[config.mk]
export PLATFORM = sky130hd
export DESIGN_NAME = bba_accum
export DESIGN_NICKNAME = d
export VERILOG_FILES = /design/src/bba_pkg.sv /design/src/bba_accum.sv
export SDC_FILE = /design/constraint.sdc
export NUM_CORES = 2
export LEC_CHECK = 0
export BUFFER_PORTS_ARGS = -buffer_cell sky130_fd_sc_hd__buf_2
export CORE_MARGIN = 8
export CORE_UTILIZATION = 44
export DETAILED_ROUTE_END_ITERATION = 12
export HOLD_SLACK_MARGIN = 0.12
export SYNTH_ARGS = -nofsm -noshare
export SYNTH_HDL_FRONTEND = slang
export SYNTH_SLANG_ARGS = --single-unit
[constraint.sdc]
create_clock -name clk -period 11.1 [get_ports clk]
set_clock_uncertainty 0.15 [all_clocks]
set_input_delay 0 -clock clk [delete_from_list [all_inputs] [get_ports clk]]
set_output_delay 0 -clock clk [all_outputs]
set_load 0.01 [all_outputs]
[src/bba_pkg.sv]
`timescale 1ns / 1ps
`default_nettype none
// ----------------------------------------------------------------------------
// bba_pkg: shared constants and types of the bounding box accumulator
// Event kind codes, default widths, fixed point format and the control word
// that travels from the point generation stage to the accumulation stage.
// ----------------------------------------------------------------------------
package bba_pkg;

    localparam int BBA_COORD_WIDTH = 32;
    localparam int BBA_COUNT_WIDTH = 32;
    localparam int FRAC_BITS       = 16;
    localparam int KIND_WIDTH      = 4;
    localparam int PT_COUNT        = 4;

    localparam logic [KIND_WIDTH-1:0] KIND_POINT      = 4'd0;
    localparam logic [KIND_WIDTH-1:0] KIND_LINE       = 4'd1;
    localparam logic [KIND_WIDTH-1:0] KIND_JOIN       = 4'd2;
    localparam logic [KIND_WIDTH-1:0] KIND_CIRCLE     = 4'd3;
    localparam logic [KIND_WIDTH-1:0] KIND_TEXT       = 4'd4;
    localparam logic [KIND_WIDTH-1:0] KIND_DRAW_PATH  = 4'd5;
    localparam logic [KIND_WIDTH-1:0] KIND_SET_ENABLE = 4'd6;
    localparam logic [KIND_WIDTH-1:0] KIND_CLEAR      = 4'd7;
    localparam logic [KIND_WIDTH-1:0] KIND_FINISH     = 4'd8;

    typedef struct packed {
        logic [KIND_WIDTH-1:0] kind;
        logic [PT_COUNT-1:0]   pt_valid;
        logic                  margin_en;
        logic                  enable_value;
    } bba_ctrl_t;

endpackage
`default_nettype wire

[src/bba_accum.sv]
`timescale 1ns / 1ps
`default_nettype none
// ----------------------------------------------------------------------------
// bba_accum: second stage, local and global box state
// Fold the staged points into the local box, apply the stroke margin, fuse
// local into global and clear; the global box registers are the result word.
// ----------------------------------------------------------------------------
module bba_accum import bba_pkg::*; #(
    parameter int COORD_WIDTH = BBA_COORD_WIDTH,
    parameter int COUNT_WIDTH = BBA_COUNT_WIDTH
) (
    input  logic                          clk,
    input  logic                          rst_n,
    input  logic                          fire,
    input  bba_ctrl_t                     ctrl,
    input  logic signed [COORD_WIDTH-1:0] pt_x [PT_COUNT],
    input  logic signed [COORD_WIDTH-1:0] pt_y [PT_COUNT],
    input  logic signed [COORD_WIDTH-1:0] margin,
    output logic signed [COORD_WIDTH-1:0] box_min_x,
    output logic signed [COORD_WIDTH-1:0] box_min_y,
    output logic signed [COORD_WIDTH-1:0] box_max_x,
    output logic signed [COORD_WIDTH-1:0] box_max_y,
    output logic [COUNT_WIDTH-1:0]        point_count,
    output logic                          positive_area
);

    localparam logic signed [COORD_WIDTH-1:0] C_MAX = {1'b0, {(COORD_WIDTH-1){1'b1}}};
    localparam logic signed [COORD_WIDTH-1:0] C_MIN = {1'b1, {(COORD_WIDTH-1){1'b0}}};

    function automatic logic signed [COORD_WIDTH-1:0] sat_add(
        input logic signed [COORD_WIDTH-1:0] a,
        input logic signed [COORD_WIDTH-1:0] b
    );
        logic signed [COORD_WIDTH:0] s;
        s = {a[COORD_WIDTH-1], a} + {b[COORD_WIDTH-1], b};
        if (s[COORD_WIDTH] != s[COORD_WIDTH-1])
            sat_add = s[COORD_WIDTH] ? C_MIN : C_MAX;
        else
            sat_add = s[COORD_WIDTH-1:0];
    endfunction

    function automatic logic signed [COORD_WIDTH-1:0] sat_sub(
        input logic signed [COORD_WIDTH-1:0] a,
        input logic signed [COORD_WIDTH-1:0] b
    );
        logic signed [COORD_WIDTH:0] s;
        s = {a[COORD_WIDTH-1], a} - {b[COORD_WIDTH-1], b};
        if (s[COORD_WIDTH] != s[COORD_WIDTH-1])
            sat_sub = s[COORD_WIDTH] ? C_MIN : C_MAX;
        else
            sat_sub = s[COORD_WIDTH-1:0];
    endfunction

    function automatic logic [COUNT_WIDTH-1:0] cnt_add(
        input logic [COUNT_WIDTH-1:0] a,
        input logic [COUNT_WIDTH-1:0] b
    );
        logic [COUNT_WIDTH:0] s;
        s = {1'b0, a} + {1'b0, b};
        cnt_add = s[COUNT_WIDTH] ? '1 : s[COUNT_WIDTH-1:0];
    endfunction

    logic signed [COORD_WIDTH-1:0] l_min_x_reg, l_min_y_reg, l_max_x_reg, l_max_y_reg;
    logic signed [COORD_WIDTH-1:0] l_min_x_next, l_min_y_next, l_max_x_next, l_max_y_next;
    logic signed [COORD_WIDTH-1:0] g_min_x_reg, g_min_y_reg, g_max_x_reg, g_max_y_reg;
    logic signed [COORD_WIDTH-1:0] g_min_x_next, g_min_y_next, g_max_x_next, g_max_y_next;
    logic [COUNT_WIDTH-1:0]        l_count_reg, l_count_next;
    logic [COUNT_WIDTH-1:0]        g_count_reg, g_count_next;
    logic                          en_reg, en_next;

    // point fold
    logic signed [COORD_WIDTH-1:0] p_min_x, p_min_y, p_max_x, p_max_y;
    logic [COUNT_WIDTH-1:0]        p_count;
    logic                          p_empty;

    // margin and fuse
    logic signed [COORD_WIDTH-1:0] s_min_x, s_min_y, s_max_x, s_max_y;
    logic signed [COORD_WIDTH-1:0] f1_min_x, f1_min_y, f1_max_x, f1_max_y;
    logic signed [COORD_WIDTH-1:0] f_min_x, f_min_y, f_max_x, f_max_y;
    logic [COUNT_WIDTH-1:0]        f_count;
    logic                          g_empty;

    always_comb
    begin
        p_min_x = l_min_x_reg;
        p_min_y = l_min_y_reg;
        p_max_x = l_max_x_reg;
        p_max_y = l_max_y_reg;
        p_empty = (l_count_reg == '0);
        for (int i = 0; i < PT_COUNT; i++)
        begin
            if (ctrl.pt_valid[i])
            begin
                if (p_empty)
                begin
                    p_min_x = pt_x[i];
                    p_max_x = pt_x[i];
                    p_min_y = pt_y[i];
                    p_max_y = pt_y[i];
                end
                else
                begin
                    if (pt_x[i] < p_min_x) p_min_x = pt_x[i];
                    if (pt_y[i] < p_min_y) p_min_y = pt_y[i];
                    if (pt_x[i] > p_max_x) p_max_x = pt_x[i];
                    if (pt_y[i] > p_max_y) p_max_y = pt_y[i];
                end
                p_empty = 1'b0;
            end
        end
        p_count = cnt_add(l_count_reg, COUNT_WIDTH'($countones(ctrl.pt_valid)));
    end

    // Grow local by the margin, then extend global by min corner, then max corner
    always_comb
    begin
        s_min_x = ctrl.margin_en ? sat_sub(l_min_x_reg, margin) : l_min_x_reg;
        s_min_y = ctrl.margin_en ? sat_sub(l_min_y_reg, margin) : l_min_y_reg;
        s_max_x = ctrl.margin_en ? sat_add(l_max_x_reg, margin) : l_max_x_reg;
        s_max_y = ctrl.margin_en ? sat_add(l_max_y_reg, margin) : l_max_y_reg;
        g_empty = (g_count_reg == '0);

        f1_min_x = (g_empty || s_min_x < g_min_x_reg) ? s_min_x : g_min_x_reg;
        f1_min_y = (g_empty || s_min_y < g_min_y_reg) ? s_min_y : g_min_y_reg;
        f1_max_x = (g_empty || s_min_x > g_max_x_reg) ? s_min_x : g_max_x_reg;
        f1_max_y = (g_empty || s_min_y > g_max_y_reg) ? s_min_y : g_max_y_reg;

        f_min_x = (s_max_x < f1_min_x) ? s_max_x : f1_min_x;
        f_min_y = (s_max_y < f1_min_y) ? s_max_y : f1_min_y;
        f_max_x = (s_max_x > f1_max_x) ? s_max_x : f1_max_x;
        f_max_y = (s_max_y > f1_max_y) ? s_max_y : f1_max_y;
        f_count = cnt_add(g_count_reg, l_count_reg);
    end

    always_comb
    begin
        l_min_x_next = l_min_x_reg;
        l_min_y_next = l_min_y_reg;
        l_max_x_next = l_max_x_reg;
        l_max_y_next = l_max_y_reg;
        l_count_next = l_count_reg;
        g_min_x_next = g_min_x_reg;
        g_min_y_next = g_min_y_reg;
        g_max_x_next = g_max_x_reg;
        g_max_y_next = g_max_y_reg;
        g_count_next = g_count_reg;
        en_next      = en_reg;
        case (ctrl.kind) inside
            KIND_POINT, KIND_LINE, KIND_JOIN, KIND_CIRCLE, KIND_TEXT:
            begin
                if (en_reg)
                begin
                    l_min_x_next = p_min_x;
                    l_min_y_next = p_min_y;
                    l_max_x_next = p_max_x;
                    l_max_y_next = p_max_y;
                    l_count_next = p_count;
                end
            end
            KIND_DRAW_PATH, KIND_FINISH:
            begin
                if (l_count_reg != '0)
                begin
                    g_min_x_next = f_min_x;
                    g_min_y_next = f_min_y;
                    g_max_x_next = f_max_x;
                    g_max_y_next = f_max_y;
                    g_count_next = f_count;
                end
                l_min_x_next = '0;
                l_min_y_next = '0;
                l_max_x_next = '0;
                l_max_y_next = '0;
                l_count_next = '0;
            end
            KIND_CLEAR:
            begin
                l_min_x_next = '0;
                l_min_y_next = '0;
                l_max_x_next = '0;
                l_max_y_next = '0;
                l_count_next = '0;
                g_min_x_next = '0;
                g_min_y_next = '0;
                g_max_x_next = '0;
                g_max_y_next = '0;
                g_count_next = '0;
            end
            KIND_SET_ENABLE: en_next = ctrl.enable_value;
            default: en_next = en_reg;
        endcase
    end

    always_ff @(posedge clk or negedge rst_n)
    begin
        if (!rst_n)
        begin
            l_min_x_reg <= '0;
            l_min_y_reg <= '0;
            l_max_x_reg <= '0;
            l_max_y_reg <= '0;
            l_count_reg <= '0;
            g_min_x_reg <= '0;
            g_min_y_reg <= '0;
            g_max_x_reg <= '0;
            g_max_y_reg <= '0;
            g_count_reg <= '0;
            en_reg      <= 1'b1;
        end
        else if (fire)
        begin
            l_min_x_reg <= l_min_x_next;
            l_min_y_reg <= l_min_y_next;
            l_max_x_reg <= l_max_x_next;
            l_max_y_reg <= l_max_y_next;
            l_count_reg <= l_count_next;
            g_min_x_reg <= g_min_x_next;
            g_min_y_reg <= g_min_y_next;
            g_max_x_reg <= g_max_x_next;
            g_max_y_reg <= g_max_y_next;
            g_count_reg <= g_count_next;
            en_reg      <= en_next;
        end
    end

    assign box_min_x     = g_min_x_reg;
    assign box_min_y     = g_min_y_reg;
    assign box_max_x     = g_max_x_reg;
    assign box_max_y     = g_max_y_reg;
    assign point_count   = g_count_reg;
    assign positive_area = (g_max_x_reg > g_min_x_reg) && (g_max_y_reg > g_min_y_reg);

    a_local_cleared: assert property (@(posedge clk) disable iff (!rst_n)
        fire && (ctrl.kind == KIND_DRAW_PATH || ctrl.kind == KIND_FINISH ||
                 ctrl.kind == KIND_CLEAR)
        |=> l_count_reg == '0)
        else $error("local box not cleared after fuse or clear");

    a_count_monotonic: assert property (@(posedge clk) disable iff (!rst_n)
        fire && ctrl.kind != KIND_CLEAR |=> g_count_reg >= $past(g_count_reg))
        else $error("global count dropped without clear");

    a_hold_when_idle: assert property (@(posedge clk) disable iff (!rst_n)
        !fire |=> $stable(g_count_reg) && $stable(g_min_x_reg) &&
                  $stable(g_max_y_reg) && $stable(l_count_reg))
        else $error("box state moved without an event");

    a_empty_is_zero: assert property (@(posedge clk) disable iff (!rst_n)
        g_count_reg == '0 |-> g_min_x_reg == '0 && g_min_y_reg == '0 &&
                              g_max_x_reg == '0 && g_max_y_reg == '0)
        else $error("empty global box is not zero");

    a_global_ordered: assert property (@(posedge clk) disable iff (!rst_n)
        g_count_reg != '0 |-> g_min_x_reg <= g_max_x_reg && g_min_y_reg <= g_max_y_reg)
        else $error("non-empty global box inverted");

endmodule
`default_nettype wire

==> results.sh <==
export IMPL_status="finished with violations"
export IMPL_violations="negative setup slack"
export IMPL_port_buffers=461
export IMPL_end_kind="register"
export IMPL_synth_warnings=0
export IMPL_drv_cap=0
export IMPL_cts_num_sinks=321
export IMPL_remaining_drc_errors=0
export IMPL_core_area_sq_um=115700
export IMPL_rows=125
export IMPL_clk_root_buffer_cell="clkbuf_16"
export IMPL_max_slew_margin_rel=0.2861
export IMPL_worstSetupPathType="reg -> reg"
export IMPL_startpoint_type="register"
export IMPL_irDropWorstVdd_mv=0.3307
export IMPL_fin_crit_sh=1.028
export IMPL_worst_pin_slew_ns=1.071
export IMPL_wl_per_cell_um=26.21
export IMPL_clk_path_buf_depth=3
export IMPL_powerDensity_nw_per_um2=371.4
export IMPL_yosysUniqueCellTypes=100
export IMPL_drive_above_1_share=0.2777
export IMPL_gr_total_overflow=0
export IMPL_r2r_end="l_min_y_reg[11]"
export IMPL_drt_wl_total_um=255100
export IMPL_num_nets_final=9421
export IMPL_drv_slew=0
export IMPL_slowest_delay_ns=0.60
export IMPL_grt_pass1_wl_um=366000
export IMPL_fmax_mhz=87.59
export IMPL_synth_seq_cells=321
export IMPL_r2r_slack_ns=-0.32
export IMPL_die_area_sq_um=127200
export IMPL_synth_edf_count=0
export IMPL_clk_pin_slew_worst_paths_ns=0.06
export IMPL_grt_use_total=0.3781
export IMPL_syn_nets=7752
export IMPL_dr_pass1_iters=7
export IMPL_cp_slowest_cell="or4_4"
export IMPL_ys_flop_type="dfrtp_1"
export IMPL_instances_no_fill=9732
export IMPL_cts_tree="done"
export IMPL_rsz0062_at_grt="yes"
export IMPL_worstSkewPairLatency_ns=0.64
export IMPL_die_x_um=356.7
export IMPL_dp_cells=9271
export IMPL_synthCells=6458
export IMPL_ios=462
export IMPL_place_gp_congestion=1.083
export IMPL_start_util=0.4413
export IMPL_hpwlAfterDp_um=204800
export IMPL_htree_levels=2
export IMPL_postRouteAntennaNets=0
export IMPL_die_y_um=356.7
export IMPL_avgViaCountPerCell=6.152
export IMPL_drtIter0Drc=6924
export IMPL_worst_path_max_fanout=8
export IMPL_crit_arrival_ns=11.78
export IMPL_crit_top_cell="a21o_1"
export IMPL_hold_violations=0
export IMPL_grt_pass1_vias=56990
export IMPL_hold_path_end="l_min_x_reg[0]"
export IMPL_hp_start="pt_x[0]"
export IMPL_grt_antenna_before_repair=55
export IMPL_async_flop_share=1.000
export IMPL_min_path_cells=4
export IMPL_hold_class="in -> reg"
export IMPL_final_util=0.6109
export IMPL_yosysSeqAreaShare=0.1573
export IMPL_cts_buffers_inserted=46
export IMPL_areaGrowthSynthToFinish_pct=38.43
export IMPL_syn_area_sq_um=51070
export IMPL_p_leak_uw=0.03492
export IMPL_fin_ws_ns=-0.3163
export IMPL_min_period_ns=11.42
export IMPL_r2r_start="l_min_y_reg[9]"
export IMPL_cp_data_required_time_ns=11.47
export IMPL_detailroute_via_count=59870
export IMPL_setup_viol=108
export IMPL_rr_worst_depth=57
export IMPL_grt_max_degree=105
export IMPL_syn_avg_cell_area_sq_um=7.908
==> area by class of cell <==
class,instances,area (sq um)
clock inverters,26,306.5
flip-flops and latches,321,8035
multi-input cells,5320,42340
repair buffers,1903,14680
diodes,44,110.1
fillers,10480,45030
clock buffers,59,1314
inverters,535,2008
well taps,1524,1907
==> cells by family (layout without fill, tap and decap cells) <==
group           after synthesis  after routing  share of synthesized area
compound gates             2060           2060                     0.2648
xor+xnor                    134            134                    0.02298
fa+ha+maj                   994            994                     0.2446
buf+inv                     818           2523                    0.06125
flops                       321            321                     0.1573
mux                         390            390                    0.07950
other cells                   0             44                          0
simple gates               1741           1742                     0.1695
==> cells in the mapped netlist, drive strengths merged, types with 47 or more instances <==
library cell	instances	area [sq um]
dfrtp	320	8008
nand3	86	430.4
xor2	47	411.6
a21o	276	2072
nand4	170	1064
o21bai	53	401.6
inv	533	2001
a21oi	490	2467
nor3	96	480.5
mux2i	278	2799
nor2	371	1395
mux2	112	1261
and2	52	325.3
buf	48	236.5
nor2b	106	663.1
a31oi	50	312.8
ha	985	12320
nand2	540	2034
clkbuf	235	883.3
nand2b	108	675.7
o21ai	542	2713
o221ai	67	586.8
a22o	83	727.0
o21a	112	840.8
xnor2	87	762.0
==> how the worst max path moves through the flow <==
stage / depth (start not counted) / end / startpoint / slack, ns
6_report: 57 / l_min_y_reg[11] / l_min_y_reg[9] / -0.32
3_3_place_gp: 57 / l_max_y_reg[26] / l_max_y_reg[25] / -1.42
4_1_cts: 64 / l_max_y_reg[12] / l_max_y_reg[24] / -0.18
5_1_grt: 65 / l_max_y_reg[6] / l_max_y_reg[9] / -0.62
3_5_place_dp: 57 / l_max_y_reg[5] / l_max_y_reg[31] / -1.47
2_1_floorplan: 60 / l_max_y_reg[1] / l_max_y_reg[31] / 0.03
==> power breakdown <==
| group | switching (uW) | leakage [uW] | total (uW) | internal (uW) |
|---|---|---|---|---|
| Combinational | 12100 | 0.0298 | 22700 | 10600 |
| Sequential | 434 | 0.00434 | 1960 | 1530 |
| Clock | 663 | 0.000799 | 1640 | 975 |
==> routing by layer <==
| layer | GRT usage | vias up | wire length, um |
|---|---|---|---|
| met3 | 0.09022 | 661 | 27970 |
| met5 | 0 | - | 95 |
| li1 | - | 27390 | - |
| met1 | 0.5237 | 28540 | 108900 |
| met2 | 0.5506 | 3264 | 103300 |
| met4 | 0.1761 | 16 | 14820 |
==> layout by cell type, fill, tap and decap left out, drive strengths merged, types with 44 or more instances in the layout <==
| cell | n |
|---|---|
| a21o | 276 |
| inv | 533 |
| xor2 | 47 |
| nor3 | 96 |
| nand2b | 108 |
| nor2b | 106 |
| o21a | 112 |
| dfrtp | 320 |
| mux2i | 278 |
| a21oi | 490 |
| a22o | 83 |
| diode | 44 |
| nor2 | 371 |
| ha | 985 |
| o221ai | 67 |
| a31oi | 50 |
| mux2 | 112 |
| o21ai | 542 |
| nand4 | 170 |
| nand3 | 86 |
| buf | 1676 |
| nand2 | 540 |
| xnor2 | 87 |
| clkbuf | 62 |
| dlygate4sd3 | 223 |
| and2 | 52 |
| o21bai | 53 |
==> metrics by stage <==
stage	cell area (sq um)	setup WS, ns	TNS [ns]	hold slack, ns	power [uW]
floorplan	51120	0.02765	0	-0.4456	13710
global placement	63030	-1.420	-94.03	-0.02546	22220
detailed placement	63030	-1.470	-111.41	-0.01928	22480
CTS	69120	-0.1850	-7.076	0.1238	25190
global route	70650	-0.6243	-87.36	0.1625	28170
finish	70700	-0.3163	-17.86	0.1668	26260
==> worst max-delay path: cells and delay by family, from the launching register on <==
kind | cells | cell delay [ns]
compound gates | 26 | 4.90
xor+xnor | 1 | 0.16
fa+ha+maj | 4 | 0.85
buf+inv | 12 | 1.66
flops | 1 | 0.39
mux | 2 | 0.56
simple gates | 12 | 2.59
==> repair_timing <==
item                                    4_1_cts  5_1_grt
buffers inserted                             60       36
endpoints found under the hold margin       334        0
cloned                                       11        4
hold buffers                                225        0
endpoints found under the setup margin      189      256
gates resized for setup                     306      226
pin swaps                                   150      169
Note: power is estimated with default switching activity, not from simulation.
